### src/sv/assert_macros.svh
// ----------------------------------------------------------------------------
// assert_macros
// Assertion helper macros used by the mixer top level.
// ----------------------------------------------------------------------------
`ifndef ASSERT_MACROS_SVH
`define ASSERT_MACROS_SVH

// Implication checked at every clock edge outside reset.
`define CHK_IMPLY(label, clk, rst_n, ante, cons) \
    label: assert property (@(posedge clk) disable iff (!rst_n) (ante) |-> (cons)) \
        else $error("assertion failed");

// Next-cycle implication checked outside reset.
`define CHK_NEXT(label, clk, rst_n, ante, cons) \
    label: assert property (@(posedge clk) disable iff (!rst_n) (ante) |=> (cons)) \
        else $error("assertion failed");

`endif

### src/sv/msfam_pkg.sv
// ----------------------------------------------------------------------------
// msfam_pkg
// Types and constants of the multi-source frame averaging mixer.
// ----------------------------------------------------------------------------
package msfam_pkg;

    localparam int MaxSources = 4;
    localparam int QueueDepth = 3;
    localparam int FrameMax   = 1024;
    localparam int Slots      = QueueDepth + 1;
    localparam int SrcW       = 2;
    localparam int SlotW      = 2;
    localparam int PosW       = 10;
    localparam int LenW       = 11;
    localparam int AddrW      = SrcW + SlotW + PosW;

    localparam logic [1:0] MODE_PUSH    = 2'd0;
    localparam logic [1:0] MODE_MIX     = 2'd1;
    localparam logic [1:0] MODE_ENABLE  = 2'd2;
    localparam logic [1:0] MODE_DISABLE = 2'd3;

    localparam logic [2:0] ST_OK      = 3'd0;
    localparam logic [2:0] ST_OFF     = 3'd1;
    localparam logic [2:0] ST_STALE   = 3'd2;
    localparam logic [2:0] ST_TOOLONG = 3'd3;
    localparam logic [2:0] ST_NOMIX   = 3'd4;
    localparam logic [2:0] ST_BUSY    = 3'd5;

    typedef struct packed {
        logic [1:0]         mode;
        logic [1:0]         source;
        logic [15:0]        sequence_req;
        logic signed [15:0] sample;
        logic               first_of_frame;
        logic               last_of_frame;
    } t_in_word;

    typedef struct packed {
        logic [2:0]         status;
        logic signed [15:0] mixed_sample;
        logic               mix_last;
    } t_out_word;

    // Request from the sequencer to the divider.
    typedef struct packed {
        logic              start;
        logic signed [17:0] sum;
        logic [2:0]        count;
    } t_div_req;

endpackage

### src/sv/msfam_div.sv
// ----------------------------------------------------------------------------
// msfam_div
// Signed divide of a small sum by a source count, truncated toward zero.
// Restoring division of the magnitude, one quotient bit per cycle.
// ----------------------------------------------------------------------------
module msfam_div
    import msfam_pkg::*;
(
    input  logic               i_clk,
    input  logic               i_rst_n,
    input  t_div_req           i_req,
    output logic               o_done,
    output logic signed [15:0] o_quot
);

    logic [17:0] r_rem, n_rem;
    logic [17:0] r_quo, n_quo;
    logic [17:0] r_mag, n_mag;
    logic [2:0]  r_den;
    logic        r_neg;
    logic [4:0]  r_cnt;
    logic        r_busy, r_done;
    logic [17:0] w_trial;
    logic [17:0] w_q;

    // One shift-subtract step per cycle.
    always_comb begin
        w_trial = {r_rem[16:0], r_mag[17]};
        n_mag   = {r_mag[16:0], 1'b0};
        if (w_trial >= {15'd0, r_den}) begin
            n_rem = w_trial - {15'd0, r_den};
            n_quo = {r_quo[16:0], 1'b1};
        end else begin
            n_rem = w_trial;
            n_quo = {r_quo[16:0], 1'b0};
        end
    end

    always_ff @(posedge i_clk) begin
        if (!i_rst_n) begin
            r_busy <= 1'b0;
            r_done <= 1'b0;
            r_cnt  <= '0;
        end else begin
            r_done <= 1'b0;
            if (i_req.start) begin
                r_busy <= 1'b1;
                r_cnt  <= 5'd18;
                r_neg  <= i_req.sum[17];
                r_mag  <= i_req.sum[17] ? 18'(-i_req.sum) : 18'(i_req.sum);
                r_den  <= i_req.count;
                r_rem  <= '0;
                r_quo  <= '0;
            end else if (r_busy) begin
                r_rem <= n_rem;
                r_quo <= n_quo;
                r_mag <= n_mag;
                r_cnt <= r_cnt - 5'd1;
                if (r_cnt == 5'd1) begin
                    r_busy <= 1'b0;
                    r_done <= 1'b1;
                end
            end
        end
    end

    assign w_q    = r_neg ? 18'(-r_quo) : r_quo;
    assign o_quot = w_q[15:0];
    assign o_done = r_done;

endmodule

### config.mk
export PLATFORM = sky130hd
export DESIGN_NAME = msfam_div
export DESIGN_NICKNAME = d
export VERILOG_FILES = /design/src/sv/assert_macros.svh /design/src/sv/msfam_pkg.sv /design/src/sv/msfam_div.sv
export SDC_FILE = /design/constraint.sdc
export NUM_CORES = 1
export LEC_CHECK = 0
export ABC_AREA = 1
export BUFFER_PORTS_ARGS = -buffer_cell sky130_fd_sc_hd__buf_2
export CORE_MARGIN = 2
export CORE_UTILIZATION = 35
export CTS_CLUSTER_DIAMETER = 200
export DETAILED_ROUTE_END_ITERATION = 12
export SLEW_MARGIN = 0
export SYNTH_ARGS = -nofsm -noshare
export SYNTH_HDL_FRONTEND = slang
export SYNTH_SLANG_ARGS = --single-unit
### constraint.sdc
create_clock -name i_clk -period 5.3 [get_ports i_clk]
set_input_delay 0.53 -clock i_clk [delete_from_list [all_inputs] [get_ports i_clk]]
set_output_delay 0.53 -clock i_clk [all_outputs]
set_load 0.02 [all_outputs]
==> flow_metrics.env, run 1 <==
export IMPL_path_clk_slew_ps=70
export IMPL_max_stage_delay_ps=700
export IMPL_drive_above_1_share=0.126
export IMPL_cts_tree="built"
export IMPL_die_area_mm2=0.0118
export IMPL_setup_viol=0
export IMPL_grt_pass1_vias=2985
export IMPL_start_util=0.357
export IMPL_synth_cell_types=32
export IMPL_cp_common_cell="buf_4"
export IMPL_path_buf_inv=4
export IMPL_synth_top_family_by_area="simple AND/OR/NAND/NOR gates"
export IMPL_dieWidth_um=109
export IMPL_cp_data_arrival_time_ps=2790
export IMPL_port_buffer_count=40
export IMPL_startpoint_type="input pin"
export IMPL_fp_dieH_um=109
export IMPL_synth_nets=534
export IMPL_fillers=1138
export IMPL_worst_pin_slew_ps=680
export IMPL_max_clock_path_buffers=2
export IMPL_path_depth=5
export IMPL_fmax_mhz=354
export IMPL_via_per_inst=4.59
export IMPL_grt_max_degree=48
export IMPL_hp_start="i_req[1]"
export IMPL_synth_warnings=0
export IMPL_fin_setup_tns_ps=0
export IMPL_num_rows=38
export IMPL_worstPathRequired_ps=5270
export IMPL_path_delay_family="buffers and inverters"
export IMPL_synthAdderAreaFrac=0.0280
export IMPL_dr_pass1_iters=6
export IMPL_synth_simple_area_share=0.327
export IMPL_grt_util_all_layers=0.145
export IMPL_finalMaxSlewViolations=0
export IMPL_final_cell_mix="144 x nand2_1, 87 x nor2_1, 65 x inv_1"
export IMPL_hold_violations=0
export IMPL_p_per_area_mw_per_mm2=264
export IMPL_r2r_start="r_mag[17]$_DFFE_PP_"
export IMPL_grt_pass1_wl_mm=13.5
export IMPL_fin_nets=574
export IMPL_cts_num_sinks=62
export IMPL_r2r_cells=10
export IMPL_finalCritPeriodShare=0.533
export IMPL_cp_cell_sequence="buf_2 -> buf_4 -> clkinv_1 -> a21oi_4 -> buf_4"
export IMPL_cap_violations=0
export IMPL_ios=41
export IMPL_skew_ps=11.5
export IMPL_routabilityCongestion=0.799
export IMPL_hold_depth=1
export IMPL_core_area_mm2=0.0107
export IMPL_via_count=3151
export IMPL_wl_per_cell_um=11.3
export IMPL_drt_iter0_drc=133
export IMPL_ys_seq_area_frac=0.467
export IMPL_relSlewSlack=0.544
export IMPL_drc=0
export IMPL_min_delay_path_class="in -> reg"
export IMPL_hpwlAfterDp_mm=5.76
export IMPL_syn2layout_area_growth_pct=13.0
export IMPL_cts_root_buf="clkbuf_8"
export IMPL_n_antenna_cell=0
export IMPL_totalWireLength_mm=7.76
export IMPL_critPathCaptureType="flop"
export IMPL_path_max_fanout=47
export IMPL_hold_ws_ps=368
export IMPL_leakage_nw=2.00
export IMPL_antenna_found_initial=0
export IMPL_synth_area_mm2=0.00384
export IMPL_grt_overflow=0
export IMPL_ir_drop_mv=0.157
export IMPL_ys_ff_latch=62
export IMPL_synth_area_mux_share=0
export IMPL_syn_avg_cell_area_um2=7.64
export IMPL_synth_compound_area_frac=0.0411
export IMPL_h_tree_depth=3
export IMPL_ant_nets=0
export IMPL_startpoint="i_req[21]"
export IMPL_rsz0062_at_grt="no"
export IMPL_post_route_min_period_ps=2830
export IMPL_cts_buffers=9
export IMPL_status="completed"
export IMPL_insertion_delay_ps=340
export IMPL_synthXorXnorAreaFrac=0.0548
export IMPL_path_class="in -> reg"
export IMPL_cts_setup_buffers=0
export IMPL_synthCells=502
export IMPL_final_common_cell="nand2_1"
export IMPL_hold_buffers=0
export IMPL_slowest_stage="clkinv_1"
export IMPL_cts_resized=0
final timing paths:
kind / to / slack (ps)
setup / recovery: r_quo[11]$_SDFFCE_PP0P_ / 2470
setup reg to reg: r_rem[16]$_SDFFCE_PP0P_ / 3030
hold reg to reg: r_cnt[4]$_SDFFE_PN0N_ / 480
hold / removal: r_den[1]$_DFFE_PP_ / 370
cells by family after synthesis:
group,after synthesis
and+or+nand+nor,298
DFF,62
xor gates and xnor gates,24
adders and majority gates,8
buffers and inverters,80
AOI/OAI and AO/OA,30
flip-flops by register name, summed over array words and instances (netlist names):
signal / cells
r_neg: 1
r_den: 3
r_quo: 16
r_mag: 18
r_busy: 1
r_rem: 17
r_cnt: 5
o_done: 1
cells in the mapped netlist, drive strengths merged:
master  count  share of area
a21oi       2         0.0026
a31oi       2         0.0033
and3        1         0.0016
buf         8          0.011
clkbuf      5         0.0049
clkinv      1        0.00098
dfxtp       7          0.037
edfxtp     55           0.43
fa          1         0.0052
ha          7          0.023
inv        66          0.065
nand2     146           0.14
nand3      37          0.050
nand3b      3         0.0059
nand4       8          0.013
nor2       95           0.10
nor3        6         0.0078
nor4        1         0.0016
o211ai      1         0.0020
o21ai      24          0.031
o31ai       1         0.0020
or2         1         0.0016
xnor2       8          0.018
xor2       16          0.037
metrics by stage:
stage / cells / worst slack, ps / power, mW / util / cell area, µm²
global placement: 671 / 2140 / 0.811 / 0.389 / 4180
detailed placement: 671 / 2060 / 0.815 / 0.389 / 4180
global route: 687 / 2180 / 1.21 / 0.403 / 4330
CTS: 687 / 2410 / 1.15 / 0.403 / 4330
finish: 687 / 2470 / 1.14 / 0.403 / 4330
floorplan: 502 / 1560 / 0.755 / - / 3840
layer usage:
layer	GRT usage	routed length [µm]
met3	0.0257	284
met4	0.0495	118
met5	0	0
met2	0.237	3600
met1	0.196	3760
power breakdown:
part / switching, mW / total (mW) / internal, mW
clock: 0.175 / 0.341 / 0.166
sequential: 0.0227 / 0.596 / 0.573
combinational: 0.135 / 0.207 / 0.0720
cell type report:
class                      instances  area, µm²  area share
tap                              140        175      0.0404
clock inverter                     5       26.3     0.00606
clock buffer                      11        131      0.0303
sequential                        62       1790       0.413
timing repair buffer              42        215      0.0497
multi-input combinational        360       1740       0.402
inverter                          67        251      0.0580
Note: power is estimated with default switching activity, not from simulation.
==> inputs of run 2 (changes only) <==
Clock period 5.3 ns to 2.4 ns, I/O delays scaled along.
==> flow_metrics.env, run 2 (synthesis results as in run 1) <==
export IMPL_setup_viol=0
export IMPL_finalPower_mw=2.84
export IMPL_finalCritPeriodShare=0.884
export IMPL_start_util=0.357
export IMPL_p_int_mw=2.06
export IMPL_num_rows=38
export IMPL_hold_depth=1
export IMPL_via_per_inst=4.67
export IMPL_swShare=0.276
export IMPL_via_count=3219
export IMPL_largestRegisters="r_mag x18, r_rem x17, r_quo x16"
export IMPL_status="completed"
export IMPL_top_usage_layer="met2"
export IMPL_totalWireLength_mm=8.10
export IMPL_fin_util=0.415
export IMPL_wl_per_cell_um=11.7
export IMPL_grt_overflow=0
export IMPL_finalMaxSlewViolations=0
export IMPL_regMostFlops="r_mag"
export IMPL_hold_end="r_den[2]$_DFFE_PP_"
export IMPL_hpwlAfterDp_mm=5.79
export IMPL_relSlewSlack=0.537
export IMPL_grt_met1_usage=0.193
export IMPL_grt_pass1_vias=3086
export IMPL_antenna_found_initial=0
export IMPL_path_max_fanout=3
export IMPL_ir_drop_mv=0.227
export IMPL_r2r_start="r_mag[17]$_DFFE_PP_"
export IMPL_r2r_cells=10
export IMPL_drt_iter0_drc=132
export IMPL_max_clock_path_buffers=2
export IMPL_startpoint_type="flop"
export IMPL_fin_nets=577
export IMPL_syn2layout_area_growth_pct=16.3
export IMPL_h_tree_depth=3
export IMPL_rr_endpoint="r_rem[12]$_SDFFCE_PP0P_"
export IMPL_cts_num_sinks=62
export IMPL_largest_reg_flops=18
export IMPL_seqPwrFrac=0.464
export IMPL_cap_violations=0
export IMPL_hp_start="i_req[2]"
export IMPL_grt_pass1_wl_mm=14.0
export IMPL_die_area_mm2=0.0118
export IMPL_r2r_slack_ps=280
export IMPL_drc=0
export IMPL_ant_nets=0
export IMPL_worstPathRequired_ps=2160
export IMPL_core_area_mm2=0.0107
export IMPL_clock_power_share=0.371
export IMPL_cts_root_buf="clkbuf_8"
export IMPL_leakage_nw=2.06
export IMPL_final_common_cell="nand2_1"
export IMPL_min_delay_path_class="in -> reg"
export IMPL_dieWidth_um=109
export IMPL_hold_buffers=0
export IMPL_skew_ps=8.14
export IMPL_fp_dieH_um=109
export IMPL_fin_setup_tns_ps=0
export IMPL_dp_worst_setup_slack_ps=268
export IMPL_dr_pass1_iters=4
export IMPL_combPwrFrac=0.165
export IMPL_cp_data_arrival_time_ps=1880
export IMPL_post_route_min_period_ps=2120
export IMPL_fmax_mhz=471
export IMPL_grt_util_all_layers=0.152
export IMPL_met2_usage=0.251
export IMPL_p_per_area_mw_per_mm2=636
export IMPL_hold_ws_ps=64.8
export IMPL_path_clk_slew_ps=80
export IMPL_routabilityCongestion=0.886
export IMPL_insertion_delay_ps=340
export IMPL_final_cell_mix="143 x nand2_1, 85 x nor2_1, 64 x inv_1"
export IMPL_hold_violations=0
export IMPL_p_switching_mw=0.784
export IMPL_drive_above_1_share=0.144
export IMPL_worst_pin_slew_ps=695
export IMPL_port_buffer_count=40
export IMPL_rsz0062_at_grt="no"
export IMPL_path_class="reg -> out"
export IMPL_layout_setup_ws_ps=278
export IMPL_n_antenna_cell=0
export IMPL_cts_tree="built"
export IMPL_grt_max_degree=53
export IMPL_ios=41
export IMPL_critPathCaptureType="output port"
export IMPL_use_met3=0.0347
export IMPL_cts_buffers=9
run 2: through the flow:
| step | instance area, µm² | instances |
|---|---|---|
| after CTS | 4440 | 689 |
| after global routing | 4460 | 690 |
| final | 4460 | 690 |
| after floorplan | 3840 | 502 |
| after global placement | 4200 | 673 |
| after detailed placement | 4200 | 673 |
run 2: area by class of cell:
| cell class | instances | area [µm²] |
|---|---|---|
| clock buffer | 14 | 226 |
| clock inverter | 2 | 12.5 |
| fill | 1163 | 6280 |
| inverter | 67 | 251 |
| multi-input combinational | 360 | 1760 |
| sequential | 62 | 1790 |
| tap | 140 | 175 |
| timing repair buffer | 45 | 250 |
run 2: power groups by stage:
stage	Clock, mW	Sequential [mW]	Combinational [mW]
final	1.05	1.32	0.468
after global routing	1.13	1.33	0.540
after CTS	1.09	1.32	0.472
after detailed placement	0	1.34	0.472
after global placement	0	1.34	0.461
after floorplan	0	1.32	0.341
run 2: what timing repair did:
| item | in CTS | in global routing |
|---|---|---|
| endpoints found under the setup margin | 0 | 4 |
| gates resized for setup | 0 | 5 |
| setup buffers | 0 | 1 |
run 2: worst max path at each step:
stage	startpoint	to	cells past startpoint	slack [ps]
final	r_quo[0]$_SDFFCE_PP0P_	o_quot[12]	11	280
after CTS	r_quo[0]$_SDFFCE_PP0P_	o_quot[12]	11	40
after global placement	r_mag[17]$_DFFE_PP_	r_rem[16]$_SDFFCE_PP0P_	10	330
after detailed placement	r_mag[17]$_DFFE_PP_	r_rem[12]$_SDFFCE_PP0P_	10	270
after floorplan	r_busy$_SDFF_PN0_	r_mag[0]$_SDFFCE_PN0P_	2	20
after global routing	r_mag[17]$_DFFE_PP_	r_rem[16]$_SDFFCE_PP0P_	12	7
run 2: metal layers:
layer / wire length [µm] / share of wire / vias up
li1: - / - / 1689
met1: 3910 / 0.48 / 1474
met2: 3820 / 0.47 / 47
met3: 256 / 0.032 / 9
met4: 112 / 0.014 / 0
met5: 0 / 0 / -
run 2: worst max-delay path, cell delays in order (launching register included):
cell and delay (ps):
edfxtp_1 410, inv_2 90, ha_1 170, nand3_1 110, nor2_2 100, nand2_2 90, nor2_4 110, nand3_1 100
nand2_1 80, nand2_1 60, nand2_1 50, buf_2 160
